### src/rtl/dwcs_pkg.sv
// Package of the damped wave column core: widths, Q16 factors, codes, states.
// Holds the damping table and the 16-bit saturation helper. No dependencies.
package dwcs_pkg;

  localparam int VelW  = 16;
  localparam int HgtW  = 15;
  localparam int ColW  = 4;
  localparam int StrW  = 12;
  localparam int CalmW = 7;
  localparam int AccW  = 19;
  localparam int KW    = 17;
  localparam int MulQW = 20;
  localparam int SatW  = 20;
  localparam int TotW  = 13;

  localparam logic [KW-1:0] SPREAD_Q16 = 17'd14418;
  localparam logic [KW-1:0] SIDE_Q16   = 17'd29491;

  localparam logic signed [SatW-1:0] HEIGHT_LIMIT = 20'sd7168;
  localparam logic signed [SatW-1:0] HEIGHT_FLOOR = -20'sd7168;
  localparam logic signed [SatW-1:0] VEL_MAX      = 20'sd32767;
  localparam logic signed [SatW-1:0] VEL_MIN      = -20'sd32768;
  localparam logic signed [HgtW-1:0] HEIGHT_OUT_MAX = 15'sd14336;

  localparam logic [CalmW-1:0] CALM_RESET = 7'd30;
  localparam int CalmMax = 100;

  typedef enum logic {
    OP_STEP    = 1'b0,
    OP_DISTURB = 1'b1
  } op_t;

  typedef enum logic [1:0] {
    SLOT_LEFT  = 2'd0,
    SLOT_MID   = 2'd1,
    SLOT_RIGHT = 2'd2
  } slot_t;

  typedef enum logic [4:0] {
    ST_IDLE,
    ST_V_RL,
    ST_V_RC,
    ST_V_RR,
    ST_V_LAP,
    ST_V_M1,
    ST_V_ADD,
    ST_V_M2,
    ST_V_WR,
    ST_H_RD,
    ST_H_WR,
    ST_DIV_GO,
    ST_DIV_WAIT,
    ST_O_RD,
    ST_O_WR,
    ST_D_SIDE,
    ST_D_SCAP,
    ST_D_NRD,
    ST_D_NWR,
    ST_D_ARD,
    ST_D_AWR
  } state_t;

  typedef logic [KW-1:0] damp_tbl_t [0:127];

  // Q1.16 damping factor per calm code; codes above 100 act as 100
  function automatic damp_tbl_t build_damp();
    damp_tbl_t t;
    int        c;
    for (int i = 0; i < 128; i++) begin
      c = (i > CalmMax) ? CalmMax : i;
      t[i] = KW'(65536 - (c * 393216 + 5000) / 10000);
    end
    return t;
  endfunction

  function automatic logic signed [VelW-1:0] sat16(input logic signed [SatW-1:0] x);
    logic signed [VelW-1:0] y;
    if (x > VEL_MAX) begin
      y = VelW'(VEL_MAX);
    end else if (x < VEL_MIN) begin
      y = VelW'(VEL_MIN);
    end else begin
      y = VelW'(x);
    end
    return y;
  endfunction

endpackage

### src/rtl/dwcs_ram.sv
// Generic single-write, single-read RAM with registered read data.
// No dependencies.
module dwcs_ram #(
  parameter int WIDTH = 16,
  parameter int DEPTH = 16
) (
  input  logic                     clk,
  input  logic                     we,
  input  logic [$clog2(DEPTH)-1:0] waddr,
  input  logic [WIDTH-1:0]         wdata,
  input  logic [$clog2(DEPTH)-1:0] raddr,
  output logic [WIDTH-1:0]         rdata
);

  logic [WIDTH-1:0] mem_r [DEPTH];
  logic [WIDTH-1:0] rdata_r;

  always_ff @(posedge clk) begin
    if (we) begin
      mem_r[waddr] <= wdata;
    end
    rdata_r <= mem_r[raddr];
  end

  assign rdata = rdata_r;

endmodule

### src/rtl/dwcs_mul.sv
// Shared Q16 multiplier: round(a * k / 65536), halves away from zero, registered.
// Depends on dwcs_pkg.
module dwcs_mul (
  input  logic                                clk,
  input  logic signed [dwcs_pkg::AccW-1:0]    a,
  input  logic        [dwcs_pkg::KW-1:0]      k,
  output logic signed [dwcs_pkg::MulQW-1:0]   q
);

  localparam int PW = dwcs_pkg::AccW + dwcs_pkg::KW;

  logic                               neg;
  logic [dwcs_pkg::AccW-1:0]          mag;
  logic [PW-1:0]                      prod;
  logic [PW-1:0]                      rnd;
  logic [dwcs_pkg::MulQW-1:0]         r;
  logic signed [dwcs_pkg::MulQW-1:0]  q_nxt;
  logic signed [dwcs_pkg::MulQW-1:0]  q_r;

  always_comb begin
    neg   = a[dwcs_pkg::AccW-1];
    mag   = neg ? dwcs_pkg::AccW'(-a) : dwcs_pkg::AccW'(a);
    prod  = PW'(mag) * PW'(k);
    rnd   = prod + PW'(32768);
    r     = rnd[16 +: dwcs_pkg::MulQW];
    q_nxt = neg ? -signed'(r) : signed'(r);
  end

  always_ff @(posedge clk) begin
    q_r <= q_nxt;
  end

  assign q = q_r;

endmodule

### src/rtl/dwcs_div.sv
// Divider by a fixed divisor through a reciprocal multiply, quotient registered in the cycle after start.
// Used for the rounded mean and the disturbance share. No package use.
module dwcs_div #(
  parameter int DIVISOR = 16,
  parameter int DW      = 17
) (
  input  logic          clk,
  input  logic          rst_n,
  input  logic          start,
  input  logic [DW-1:0] dividend,
  output logic          done,
  output logic [DW-1:0] quotient
);

  localparam int Shift = DW + $clog2(DIVISOR);
  localparam int MW    = DW + 1;
  localparam int PW    = DW + MW;
  // ceil(2^Shift / DIVISOR) gives an exact floor for every DW-bit dividend
  localparam longint MultL =
    ((longint'(1) <<< Shift) + longint'(DIVISOR - 1)) / longint'(DIVISOR);
  localparam logic [MW-1:0] Mult = MW'(MultL);

  logic [PW-1:0] prod;
  logic [DW-1:0] quo_r, quo_nxt;
  logic          done_r, done_nxt;

  always_comb begin
    prod     = PW'(dividend) * PW'(Mult);
    quo_nxt  = quo_r;
    done_nxt = 1'b0;
    if (start) begin
      quo_nxt  = DW'(prod >> Shift);
      done_nxt = 1'b1;
    end
  end

  always_ff @(posedge clk) begin
    if (!rst_n) begin
      done_r <= 1'b0;
    end else begin
      done_r <= done_nxt;
    end
  end

  always_ff @(posedge clk) begin
    quo_r <= quo_nxt;
  end

  assign done     = done_r;
  assign quotient = quo_r;

endmodule

### src/rtl/damped_wave_column_sim_core.sv
// Damped wave column core: NUM_COLUMNS heights and velocities in signed Q4.11,
// a step request (op 0) advances the wave and streams every column out in order,
// a disturb request (op 1) strikes one column and returns nothing. One request
// is worked at a time, in_stall stays high until it is done. A step also holds in_stall
// through any out_stall: the velocity pass reuses one multiplier twice per column, the
// height and output passes go column by column through the one RAM read port, and the
// rounded mean goes through a reciprocal multiply. A disturb skips the missing
// neighbor at an edge column. Calm is written only while idle.
// Depends on dwcs_pkg, dwcs_ram, dwcs_mul, dwcs_div.
module damped_wave_column_sim_core #(
  parameter int NUM_COLUMNS = 16
) (
  input  logic                                clk,
  input  logic                                rst_n,
  input  logic                                cfg_valid,
  output logic                                cfg_ready,
  input  logic [dwcs_pkg::CalmW-1:0]          cfg_calm,
  input  logic                                in_valid,
  output logic                                in_stall,
  input  logic [0:0]                          in_op,
  input  logic [dwcs_pkg::ColW-1:0]           in_column,
  input  logic [dwcs_pkg::StrW-1:0]           in_strength,
  output logic                                out_valid,
  input  logic                                out_stall,
  output logic [dwcs_pkg::ColW-1:0]           out_column_res,
  output logic signed [dwcs_pkg::HgtW-1:0]    out_height,
  output logic signed [dwcs_pkg::VelW-1:0]    out_velocity,
  output logic                                out_last
);

  localparam int AW       = $clog2(NUM_COLUMNS);
  localparam int SumW     = $clog2(NUM_COLUMNS * 7168 + 1) + 1;
  localparam int DivW     = $clog2(NUM_COLUMNS * 7168 + NUM_COLUMNS);
  localparam int HalfCols = NUM_COLUMNS / 2;
  localparam logic [AW-1:0] LastCol = AW'(NUM_COLUMNS - 1);
  localparam dwcs_pkg::damp_tbl_t DampTbl = dwcs_pkg::build_damp();

  localparam int VW = dwcs_pkg::VelW;
  localparam int SW = dwcs_pkg::SatW;
  localparam int CW = dwcs_pkg::AccW;

  dwcs_pkg::state_t state_r, state_nxt;
  dwcs_pkg::op_t    op_r, op_nxt;
  dwcs_pkg::slot_t  slot_r, slot_nxt, slot_next;

  logic [dwcs_pkg::CalmW-1:0] calm_r, calm_nxt;
  logic [AW-1:0]              col_r, col_nxt;
  logic [AW-1:0]              x_r, x_nxt;
  logic [dwcs_pkg::StrW-1:0]  str_r, str_nxt;
  logic [dwcs_pkg::StrW-1:0]  side_r, side_nxt;
  logic [dwcs_pkg::TotW-1:0]  total_r, total_nxt;
  logic [dwcs_pkg::KW-1:0]    damp_r, damp_nxt;
  logic signed [CW-1:0]       acc_r, acc_nxt;
  logic signed [VW-1:0]       vx_r, vx_nxt;
  logic signed [SumW-1:0]     sum_r, sum_nxt;
  logic signed [VW-1:0]       div_res_r, div_res_nxt;

  logic                                out_valid_r, out_valid_nxt;
  logic [dwcs_pkg::ColW-1:0]           out_col_r, out_col_nxt;
  logic signed [dwcs_pkg::HgtW-1:0]    out_hgt_r, out_hgt_nxt;
  logic signed [VW-1:0]                out_vel_r, out_vel_nxt;
  logic                                out_last_r, out_last_nxt;

  logic [NUM_COLUMNS-1:0] h_vld_r, h_vld_nxt;
  logic [NUM_COLUMNS-1:0] v_vld_r, v_vld_nxt;
  logic                   h_rvld_r, v_rvld_r;

  logic                 h_we, v_we;
  logic [AW-1:0]        h_waddr, v_waddr, h_raddr, v_raddr;
  logic signed [VW-1:0] h_wdata, v_wdata;
  logic [VW-1:0]        h_rdata, v_rdata;
  logic signed [VW-1:0] h_eff, v_eff;

  logic signed [CW-1:0]             mul_a;
  logic [dwcs_pkg::KW-1:0]          mul_k;
  logic signed [dwcs_pkg::MulQW-1:0] mul_q;

  logic            div_start, div_done;
  logic [DivW-1:0] div_dividend, div_quo;

  logic                 in_acc, out_free, sum_neg, slot_ok;
  logic [AW-1:0]        lft, rgt, nb_addr;
  logic [dwcs_pkg::StrW-1:0] amt;
  logic signed [SW-1:0] amt_s, hs_sum;
  logic signed [SumW-1:0] sum_mag;
  logic signed [VW-1:0] quo16, h_new;

  dwcs_ram #(.WIDTH(VW), .DEPTH(NUM_COLUMNS)) u_hgt_ram (
    .clk   (clk),
    .we    (h_we),
    .waddr (h_waddr),
    .wdata (h_wdata),
    .raddr (h_raddr),
    .rdata (h_rdata)
  );

  dwcs_ram #(.WIDTH(VW), .DEPTH(NUM_COLUMNS)) u_vel_ram (
    .clk   (clk),
    .we    (v_we),
    .waddr (v_waddr),
    .wdata (v_wdata),
    .raddr (v_raddr),
    .rdata (v_rdata)
  );

  dwcs_mul u_mul (
    .clk (clk),
    .a   (mul_a),
    .k   (mul_k),
    .q   (mul_q)
  );

  dwcs_div #(.DIVISOR(NUM_COLUMNS), .DW(DivW)) u_div (
    .clk      (clk),
    .rst_n    (rst_n),
    .start    (div_start),
    .dividend (div_dividend),
    .done     (div_done),
    .quotient (div_quo)
  );

  // entries never written read as zero
  assign h_eff = h_rvld_r ? signed'(h_rdata) : '0;
  assign v_eff = v_rvld_r ? signed'(v_rdata) : '0;

  assign in_stall  = (state_r != dwcs_pkg::ST_IDLE);
  assign cfg_ready = (state_r == dwcs_pkg::ST_IDLE);
  assign in_acc    = in_valid && !in_stall;
  assign out_free  = !out_valid_r || !out_stall;

  always_comb begin
    lft = (x_r == '0) ? '0 : x_r - AW'(1);
    rgt = (x_r == LastCol) ? LastCol : x_r + AW'(1);
    unique case (slot_r)
      dwcs_pkg::SLOT_LEFT:  nb_addr = col_r - AW'(1);
      dwcs_pkg::SLOT_MID:   nb_addr = col_r;
      dwcs_pkg::SLOT_RIGHT: nb_addr = col_r + AW'(1);
      default:              nb_addr = col_r;
    endcase
    unique case (slot_r)
      dwcs_pkg::SLOT_LEFT: slot_next = dwcs_pkg::SLOT_MID;
      default:             slot_next = dwcs_pkg::SLOT_RIGHT;
    endcase
    slot_ok = ((slot_r == dwcs_pkg::SLOT_LEFT) && (col_r != '0)) ||
              (slot_r == dwcs_pkg::SLOT_MID) ||
              ((slot_r == dwcs_pkg::SLOT_RIGHT) && (col_r != LastCol));
    amt     = (slot_r == dwcs_pkg::SLOT_MID) ? str_r : side_r;
    amt_s   = SW'(amt);
    hs_sum  = SW'(h_eff) + SW'(v_eff);
    sum_neg = (op_r == dwcs_pkg::OP_STEP) && sum_r[SumW-1];
    sum_mag = sum_r[SumW-1] ? -sum_r : sum_r;
    quo16   = VW'(div_quo);
    h_new   = h_eff - div_res_r;
  end

  always_comb begin
    state_nxt   = state_r;
    op_nxt      = op_r;
    slot_nxt    = slot_r;
    calm_nxt    = calm_r;
    col_nxt     = col_r;
    x_nxt       = x_r;
    str_nxt     = str_r;
    side_nxt    = side_r;
    total_nxt   = total_r;
    damp_nxt    = damp_r;
    acc_nxt     = acc_r;
    vx_nxt      = vx_r;
    sum_nxt     = sum_r;
    div_res_nxt = div_res_r;

    out_valid_nxt = out_valid_r && out_stall;
    out_col_nxt   = out_col_r;
    out_hgt_nxt   = out_hgt_r;
    out_vel_nxt   = out_vel_r;
    out_last_nxt  = out_last_r;

    h_raddr = x_r;
    v_raddr = x_r;
    h_we    = 1'b0;
    v_we    = 1'b0;
    h_waddr = x_r;
    v_waddr = x_r;
    h_wdata = h_eff;
    v_wdata = v_eff;
    mul_a   = acc_r;
    mul_k   = dwcs_pkg::SPREAD_Q16;

    div_start = 1'b0;
    if (op_r == dwcs_pkg::OP_STEP) begin
      div_dividend = DivW'(unsigned'(sum_mag)) + DivW'(HalfCols);
    end else begin
      div_dividend = DivW'(total_r) + DivW'(HalfCols);
    end

    if (cfg_valid && cfg_ready) begin
      calm_nxt = cfg_calm;
    end

    unique case (state_r)
      dwcs_pkg::ST_IDLE: begin
        if (in_acc) begin
          op_nxt    = dwcs_pkg::op_t'(in_op);
          col_nxt   = (int'(in_column) >= NUM_COLUMNS) ? LastCol : AW'(in_column);
          str_nxt   = in_strength;
          x_nxt     = '0;
          damp_nxt  = DampTbl[calm_r];
          sum_nxt   = '0;
          total_nxt = '0;
          if (in_op == dwcs_pkg::OP_DISTURB) begin
            state_nxt = dwcs_pkg::ST_D_SIDE;
          end else begin
            state_nxt = dwcs_pkg::ST_V_RL;
          end
        end
      end

      // velocity pass: lap of old heights, spread, damping
      dwcs_pkg::ST_V_RL: begin
        h_raddr   = lft;
        state_nxt = dwcs_pkg::ST_V_RC;
      end
      dwcs_pkg::ST_V_RC: begin
        h_raddr   = x_r;
        acc_nxt   = CW'(h_eff);
        vx_nxt    = v_eff;
        state_nxt = dwcs_pkg::ST_V_RR;
      end
      dwcs_pkg::ST_V_RR: begin
        h_raddr   = rgt;
        acc_nxt   = acc_r - (CW'(h_eff) <<< 1);
        state_nxt = dwcs_pkg::ST_V_LAP;
      end
      dwcs_pkg::ST_V_LAP: begin
        acc_nxt   = acc_r + CW'(h_eff);
        state_nxt = dwcs_pkg::ST_V_M1;
      end
      dwcs_pkg::ST_V_M1: begin
        mul_a     = acc_r;
        mul_k     = dwcs_pkg::SPREAD_Q16;
        state_nxt = dwcs_pkg::ST_V_ADD;
      end
      dwcs_pkg::ST_V_ADD: begin
        acc_nxt   = CW'(dwcs_pkg::sat16(SW'(vx_r) + mul_q));
        state_nxt = dwcs_pkg::ST_V_M2;
      end
      dwcs_pkg::ST_V_M2: begin
        mul_a     = acc_r;
        mul_k     = damp_r;
        state_nxt = dwcs_pkg::ST_V_WR;
      end
      dwcs_pkg::ST_V_WR: begin
        v_we    = 1'b1;
        v_wdata = dwcs_pkg::sat16(mul_q);
        if (x_r == LastCol) begin
          x_nxt     = '0;
          state_nxt = dwcs_pkg::ST_H_RD;
        end else begin
          x_nxt     = x_r + AW'(1);
          state_nxt = dwcs_pkg::ST_V_RL;
        end
      end

      // height pass with clamp and running sum
      dwcs_pkg::ST_H_RD: begin
        state_nxt = dwcs_pkg::ST_H_WR;
      end
      dwcs_pkg::ST_H_WR: begin
        h_we = 1'b1;
        if (hs_sum > dwcs_pkg::HEIGHT_LIMIT) begin
          h_wdata = VW'(dwcs_pkg::HEIGHT_LIMIT);
          v_we    = 1'b1;
          v_wdata = '0;
        end else if (hs_sum < dwcs_pkg::HEIGHT_FLOOR) begin
          h_wdata = VW'(dwcs_pkg::HEIGHT_FLOOR);
          v_we    = 1'b1;
          v_wdata = '0;
        end else begin
          h_wdata = VW'(hs_sum);
        end
        sum_nxt = sum_r + SumW'(h_wdata);
        if (x_r == LastCol) begin
          state_nxt = dwcs_pkg::ST_DIV_GO;
        end else begin
          x_nxt     = x_r + AW'(1);
          state_nxt = dwcs_pkg::ST_H_RD;
        end
      end

      dwcs_pkg::ST_DIV_GO: begin
        div_start = 1'b1;
        state_nxt = dwcs_pkg::ST_DIV_WAIT;
      end
      dwcs_pkg::ST_DIV_WAIT: begin
        if (div_done) begin
          div_res_nxt = sum_neg ? -quo16 : quo16;
          x_nxt       = '0;
          if (op_r == dwcs_pkg::OP_STEP) begin
            state_nxt = dwcs_pkg::ST_O_RD;
          end else begin
            state_nxt = dwcs_pkg::ST_D_ARD;
          end
        end
      end

      // re-center and stream out
      dwcs_pkg::ST_O_RD: begin
        if (out_free) begin
          state_nxt = dwcs_pkg::ST_O_WR;
        end
      end
      dwcs_pkg::ST_O_WR: begin
        h_we          = 1'b1;
        h_wdata       = h_new;
        out_valid_nxt = 1'b1;
        out_col_nxt   = dwcs_pkg::ColW'(x_r);
        out_hgt_nxt   = h_new[dwcs_pkg::HgtW-1:0];
        out_vel_nxt   = v_eff;
        out_last_nxt  = (x_r == LastCol);
        if (x_r == LastCol) begin
          state_nxt = dwcs_pkg::ST_IDLE;
        end else begin
          x_nxt     = x_r + AW'(1);
          state_nxt = dwcs_pkg::ST_O_RD;
        end
      end

      // disturb: side impulse, the struck column and up to two neighbors, then even share
      dwcs_pkg::ST_D_SIDE: begin
        mul_a     = CW'(str_r);
        mul_k     = dwcs_pkg::SIDE_Q16;
        state_nxt = dwcs_pkg::ST_D_SCAP;
      end
      dwcs_pkg::ST_D_SCAP: begin
        side_nxt  = mul_q[dwcs_pkg::StrW-1:0];
        slot_nxt  = dwcs_pkg::SLOT_LEFT;
        state_nxt = dwcs_pkg::ST_D_NRD;
      end
      dwcs_pkg::ST_D_NRD: begin
        v_raddr = nb_addr;
        if (slot_ok) begin
          state_nxt = dwcs_pkg::ST_D_NWR;
        end else if (slot_r == dwcs_pkg::SLOT_RIGHT) begin
          state_nxt = dwcs_pkg::ST_DIV_GO;
        end else begin
          slot_nxt = slot_next;
        end
      end
      dwcs_pkg::ST_D_NWR: begin
        v_we      = 1'b1;
        v_waddr   = nb_addr;
        v_wdata   = dwcs_pkg::sat16(SW'(v_eff) - amt_s);
        total_nxt = total_r + dwcs_pkg::TotW'(amt);
        if (slot_r == dwcs_pkg::SLOT_RIGHT) begin
          state_nxt = dwcs_pkg::ST_DIV_GO;
        end else begin
          slot_nxt  = slot_next;
          state_nxt = dwcs_pkg::ST_D_NRD;
        end
      end
      dwcs_pkg::ST_D_ARD: begin
        state_nxt = dwcs_pkg::ST_D_AWR;
      end
      dwcs_pkg::ST_D_AWR: begin
        v_we    = 1'b1;
        v_wdata = dwcs_pkg::sat16(SW'(v_eff) + SW'(div_res_r));
        if (x_r == LastCol) begin
          state_nxt = dwcs_pkg::ST_IDLE;
        end else begin
          x_nxt     = x_r + AW'(1);
          state_nxt = dwcs_pkg::ST_D_ARD;
        end
      end

      default: begin
        state_nxt = dwcs_pkg::ST_IDLE;
      end
    endcase
  end

  always_comb begin
    h_vld_nxt = h_vld_r;
    v_vld_nxt = v_vld_r;
    if (h_we) begin
      h_vld_nxt[h_waddr] = 1'b1;
    end
    if (v_we) begin
      v_vld_nxt[v_waddr] = 1'b1;
    end
  end

  always_ff @(posedge clk) begin
    if (!rst_n) begin
      state_r     <= dwcs_pkg::ST_IDLE;
      calm_r      <= dwcs_pkg::CALM_RESET;
      out_valid_r <= 1'b0;
      h_vld_r     <= '0;
      v_vld_r     <= '0;
      h_rvld_r    <= 1'b0;
      v_rvld_r    <= 1'b0;
    end else begin
      state_r     <= state_nxt;
      calm_r      <= calm_nxt;
      out_valid_r <= out_valid_nxt;
      h_vld_r     <= h_vld_nxt;
      v_vld_r     <= v_vld_nxt;
      h_rvld_r    <= h_vld_r[h_raddr];
      v_rvld_r    <= v_vld_r[v_raddr];
    end
  end

  always_ff @(posedge clk) begin
    op_r      <= op_nxt;
    slot_r    <= slot_nxt;
    col_r     <= col_nxt;
    x_r       <= x_nxt;
    str_r     <= str_nxt;
    side_r    <= side_nxt;
    total_r   <= total_nxt;
    damp_r    <= damp_nxt;
    acc_r     <= acc_nxt;
    vx_r      <= vx_nxt;
    sum_r     <= sum_nxt;
    div_res_r <= div_res_nxt;
    out_col_r  <= out_col_nxt;
    out_hgt_r  <= out_hgt_nxt;
    out_vel_r  <= out_vel_nxt;
    out_last_r <= out_last_nxt;
  end

  assign out_valid      = out_valid_r;
  assign out_column_res = out_col_r;
  assign out_height     = out_hgt_r;
  assign out_velocity   = out_vel_r;
  assign out_last       = out_last_r;

endmodule

### config.mk
export PLATFORM = sky130hd
export DESIGN_NAME = damped_wave_column_sim_core
export DESIGN_NICKNAME = d
export VERILOG_FILES = /design/src/rtl/dwcs_pkg.sv /design/src/rtl/dwcs_ram.sv /design/src/rtl/dwcs_mul.sv /design/src/rtl/dwcs_div.sv /design/src/rtl/damped_wave_column_sim_core.sv
export SDC_FILE = /design/constraint.sdc
export NUM_CORES = 2
export LEC_CHECK = 0
export ABC_CLOCK_PERIOD_IN_PS = 21500
export BUFFER_PORTS_ARGS = -buffer_cell sky130_fd_sc_hd__buf_2
export CAP_MARGIN = 10
export CORE_MARGIN = 1.5
export CORE_UTILIZATION = 60
export DETAILED_ROUTE_END_ITERATION = 8
export PLACE_DENSITY = 0.76
export SYNTH_ARGS = -nofsm -noshare
export SYNTH_HDL_FRONTEND = slang
export SYNTH_SLANG_ARGS = --single-unit
### constraint.sdc
create_clock -name clk -period 21.5 [get_ports clk]
set_input_delay 1.075 -clock clk [delete_from_list [all_inputs] [get_ports clk]]
set_output_delay 1.075 -clock clk [all_outputs]
set_load 0.02 [all_outputs]
==> summary.md <==
| Metric | Value |
|---|---|
| Final Hold Fails | 0 |
| CP max stage delay | between 0.7 and 0.8 ns |
| Synth warnings | 0 |
| Starting Density | slightly above 60% |
| Most used cell, CP | fa_1 |
| CTS tree | yes |
| Max-cap violation count | 0 |
| Multi-input logic area | between 20000 and 30000 µm² |
| Mean Syn Cell Area | 10.5 µm² |
| Clock Pin Slew Worst Setup and Hold Paths | around 0.070 ns |
| Hold path depth | 0 |
| Largest net degree at the start of global routing | 89 |
| Core Region | 85400 µm² |
| Seq/Total Area, Yosys | 44.0% |
| Total gr overflow | 0 |
| R2R Path End | u_mul.q[17] |
| Die width | just under 300 µm |
| Worst R2R Path Depth | 34 |
| EDFF count, synth | between 600 and 700 |
| Largest fanout on the critical path | 25 |
| HP Class | reg2reg |
| Hold buffer count at CTS | 0 |
| # DRC | 0 |
| Most frequent cells in the layout | edfxtp_1 (692), nand2_1 (530), nor2_1 (518) |
| Vias | 39319 |
| Final Setup Violations | 0 |
| Final period util | a little over half |
| Fmax | between 80 and 90 MHz |
| Cell count after synthesis | 4940 |
| Global-route wire length before repair | approximately 230000 µm |
| Vias/cell | between 6 and 7 |
| Top_reg_cell synth | edfxtp_1 |
| Clk_skew | between 0.05 and 0.06 ns |
| Synth Register Bits | between 700 and 800 |
| Storage element area | roughly 23000 µm² |
| Number of global-route vias before repair | ~38000 |
| Worst skew pair latency | approximately 0.67 ns |
| Avg WL per Cell | ~24 µm |
| Final nets | 5545 |
| Chip height | 297 µm |
| GR Util All Layers | 33.6% |
| Routed length on met3 | roughly 15000 µm |
| Fraction of layout cells with a size suffix above 1 | 8.55% |
| Reg2reg setup slack | 10.0 ns |
| Slew Limit Fails | 0 |
| Yosys cell types | 85 |
| WL met1 | a little under 60000 µm |
| Initial antenna violation count | 6 |
| Highest Signal Layer | met5 |
| Slowest CP cell | dfxtp_1 |
| Worst hold start | u_div.quotient[0] |
| Post-synth ARST share | 0% |
| Routed wl met2 | between 60000 and 70000 µm |
| Site Rows | 107 |
| DRT iter0 DRCs | between 4000 and 5000 |
| Syn_nets | between 5000 and 6000 |
| Die ar. | between 80000 and 90000 µm² |
| Area growth, synth to finish | 9.11% |
| WL final | roughly 150000 µm |
| Crit path kind | reg2reg |
| Worst hold path endpoint | div_res_r[0] |
| # IOs | slightly below 70 |
| Clock Tree Root | clkbuf_16 |
| TNS Setup | 0 ns |
| Crit path time final | around 12 ns |
| Worst-margin pin slew | roughly 1.2 ns |
| Relative slew slack | around 17% |
| Post-CTS sizing | 0 |
| CP required | 22.05 ns |
| Routability congestion estimate | approximately 1.0 |
| Post-Syn Area | 51800 µm² |
| CTS H-Tree Depth | 3 |
| CP startpoint kind | flip-flop |
| Number of routed nets with antenna violations | 0 |
| Clock sinks | between 700 and 800 |
| Worst Path Arrival | around 12 ns |
| RSZ-0062 raised after global routing | no |
| DP HPWL | about 110000 µm |
| TritonCTS Buffers | 81 |
| Post-CTS Setup Bufs | 0 |
| Status | finished, final reports clean |
| DR pass1 iterations | 6 |
| PortBufs | 67 |
| Longest Clk Path Bufs | 3 |
| Critical R2R Launch | state_r[0] |
| Leading cell type in the layout, fill and taps excluded | edfxtp_1 |
| Crit. End Element | flip-flop |
| Fill cells | around 6500 |
## kinds of logic after synthesis
| logic type | synth area share (%) |
|---|---|
| and+or+nand+nor | 13.2 |
| AOI/OAI and AO/OA | 13.1 |
| DFF | 44.0 |
| buffers and inverters | 5.16 |
| adders and majority gates | 17.2 |
| xor gates and xnor gates | 3.50 |
| muxes | 3.90 |
## sequential cells by signal, summed over array words and instances (netlist names), 5 cells and up
register / count
u_div.quotient: 13
u_vel_ram.mem_r: 256
str_r: 12
sum_r: 18
side_r: 12
state_r: 5
acc_r: 19
damp_r: 14
u_hgt_ram.rdata: 16
u_vel_ram.rdata: 16
out_velocity: 16
total_r: 13
h_vld_r: 16
u_hgt_ram.mem_r: 256
out_height: 15
u_mul.q: 20
div_res_r: 16
v_vld_r: 16
vx_r: 16
calm_r: 7
## layout make-up
cell class	instances	share of cell area (%)
well taps	1144	2.53
diodes	3	0.0133
clock buffers	103	3.95
inverters	480	3.19
multi-input cells	3440	46.9
flip-flops and latches	792	40.3
clock inverters	48	1.13
repair buffers	169	1.96
## through the flow
stage	setup slack [ns]	hold slack, ns	area (µm²)	utilization, %	cells
finish	10.0	0.455	56500	66.2	6179
global route	9.41	0.459	56500	66.2	6177
CTS	10.18	0.450	56500	66.2	6175
detailed placement	10.17	0.435	53600	62.8	6024
global placement	10.39	0.427	53600	62.8	6024
floorplan	11.25	0.416	51800	-	4940
## layer usage
| layer | vias up | GRT usage, % |
|---|---|---|
| met4 | 4 | 15.2 |
| met2 | 2115 | 52.9 |
| met3 | 422 | 6.69 |
| met1 | 19217 | 45.3 |
| met5 | - | 0 |
| li1 | 17561 | - |
## critical path: cells and delay by family, from the launching register on
| family | cells | cell delay, ns |
|---|---|---|
| AND/OR/NAND/NOR | 14 | 4.85 |
| adder cells (fa/ha/maj) | 8 | 3.68 |
| AO/OA/AOI/OAI | 6 | 1.58 |
| flip-flops | 1 | 0.76 |
| XOR/XNOR | 3 | 0.40 |
| buffers and inverters | 3 | 0.15 |
## synthesized netlist by cell type, types with 16 or more instances
library cell | instances | area share (%)
a2111oi_0 | 18 | 0.30
a211oi_1 | 114 | 1.7
a21boi_0 | 16 | 0.23
a21o_1 | 53 | 0.77
a21oi_1 | 237 | 2.3
a221oi_1 | 20 | 0.34
a311o_1 | 20 | 0.39
a311oi_1 | 28 | 0.47
a31oi_1 | 61 | 0.74
and2_1 | 73 | 0.88
and3_1 | 34 | 0.41
buf_1 | 27 | 0.20
clkbuf_1 | 192 | 1.4
dfxtp_1 | 100 | 3.9
edfxtp_1 | 692 | 40
fa_1 | 264 | 10
ha_1 | 288 | 7.0
inv_1 | 476 | 3.4
mux2i_1 | 43 | 0.83
mux4_2 | 67 | 2.9
nand2_1 | 530 | 3.8
nand2b_1 | 44 | 0.53
nand3_1 | 77 | 0.74
nor2_1 | 531 | 3.8
nor2b_1 | 59 | 0.71
nor3_1 | 73 | 0.71
nor4_1 | 20 | 0.24
o211ai_1 | 56 | 0.81
o21a_1 | 38 | 0.55
o21ai_0 | 202 | 2.0
o21bai_1 | 18 | 0.26
o22ai_1 | 30 | 0.36
or3_1 | 23 | 0.28
xnor2_1 | 106 | 1.8
xor2_1 | 101 | 1.7
## worst max path at each step
| stage | startpoint | depth (start not counted) | end | slack, ns |
|---|---|---|---|---|
| final | state_r[0] | 34 | u_mul.q[17] | 10.0 |
| after global placement | state_r[0] | 33 | u_mul.q[17] | 10.39 |
| after global routing | state_r[0] | 34 | u_mul.q[17] | 9.41 |
| after floorplan | state_r[0] | 39 | u_mul.q[17] | 11.25 |
| after CTS | state_r[2] | 34 | u_mul.q[17] | 10.18 |
| after detailed placement | state_r[0] | 34 | u_mul.q[17] | 10.17 |
Power is not shown: default switching activity piles up to over one toggle a cycle in this logic, so the estimate is an artifact.
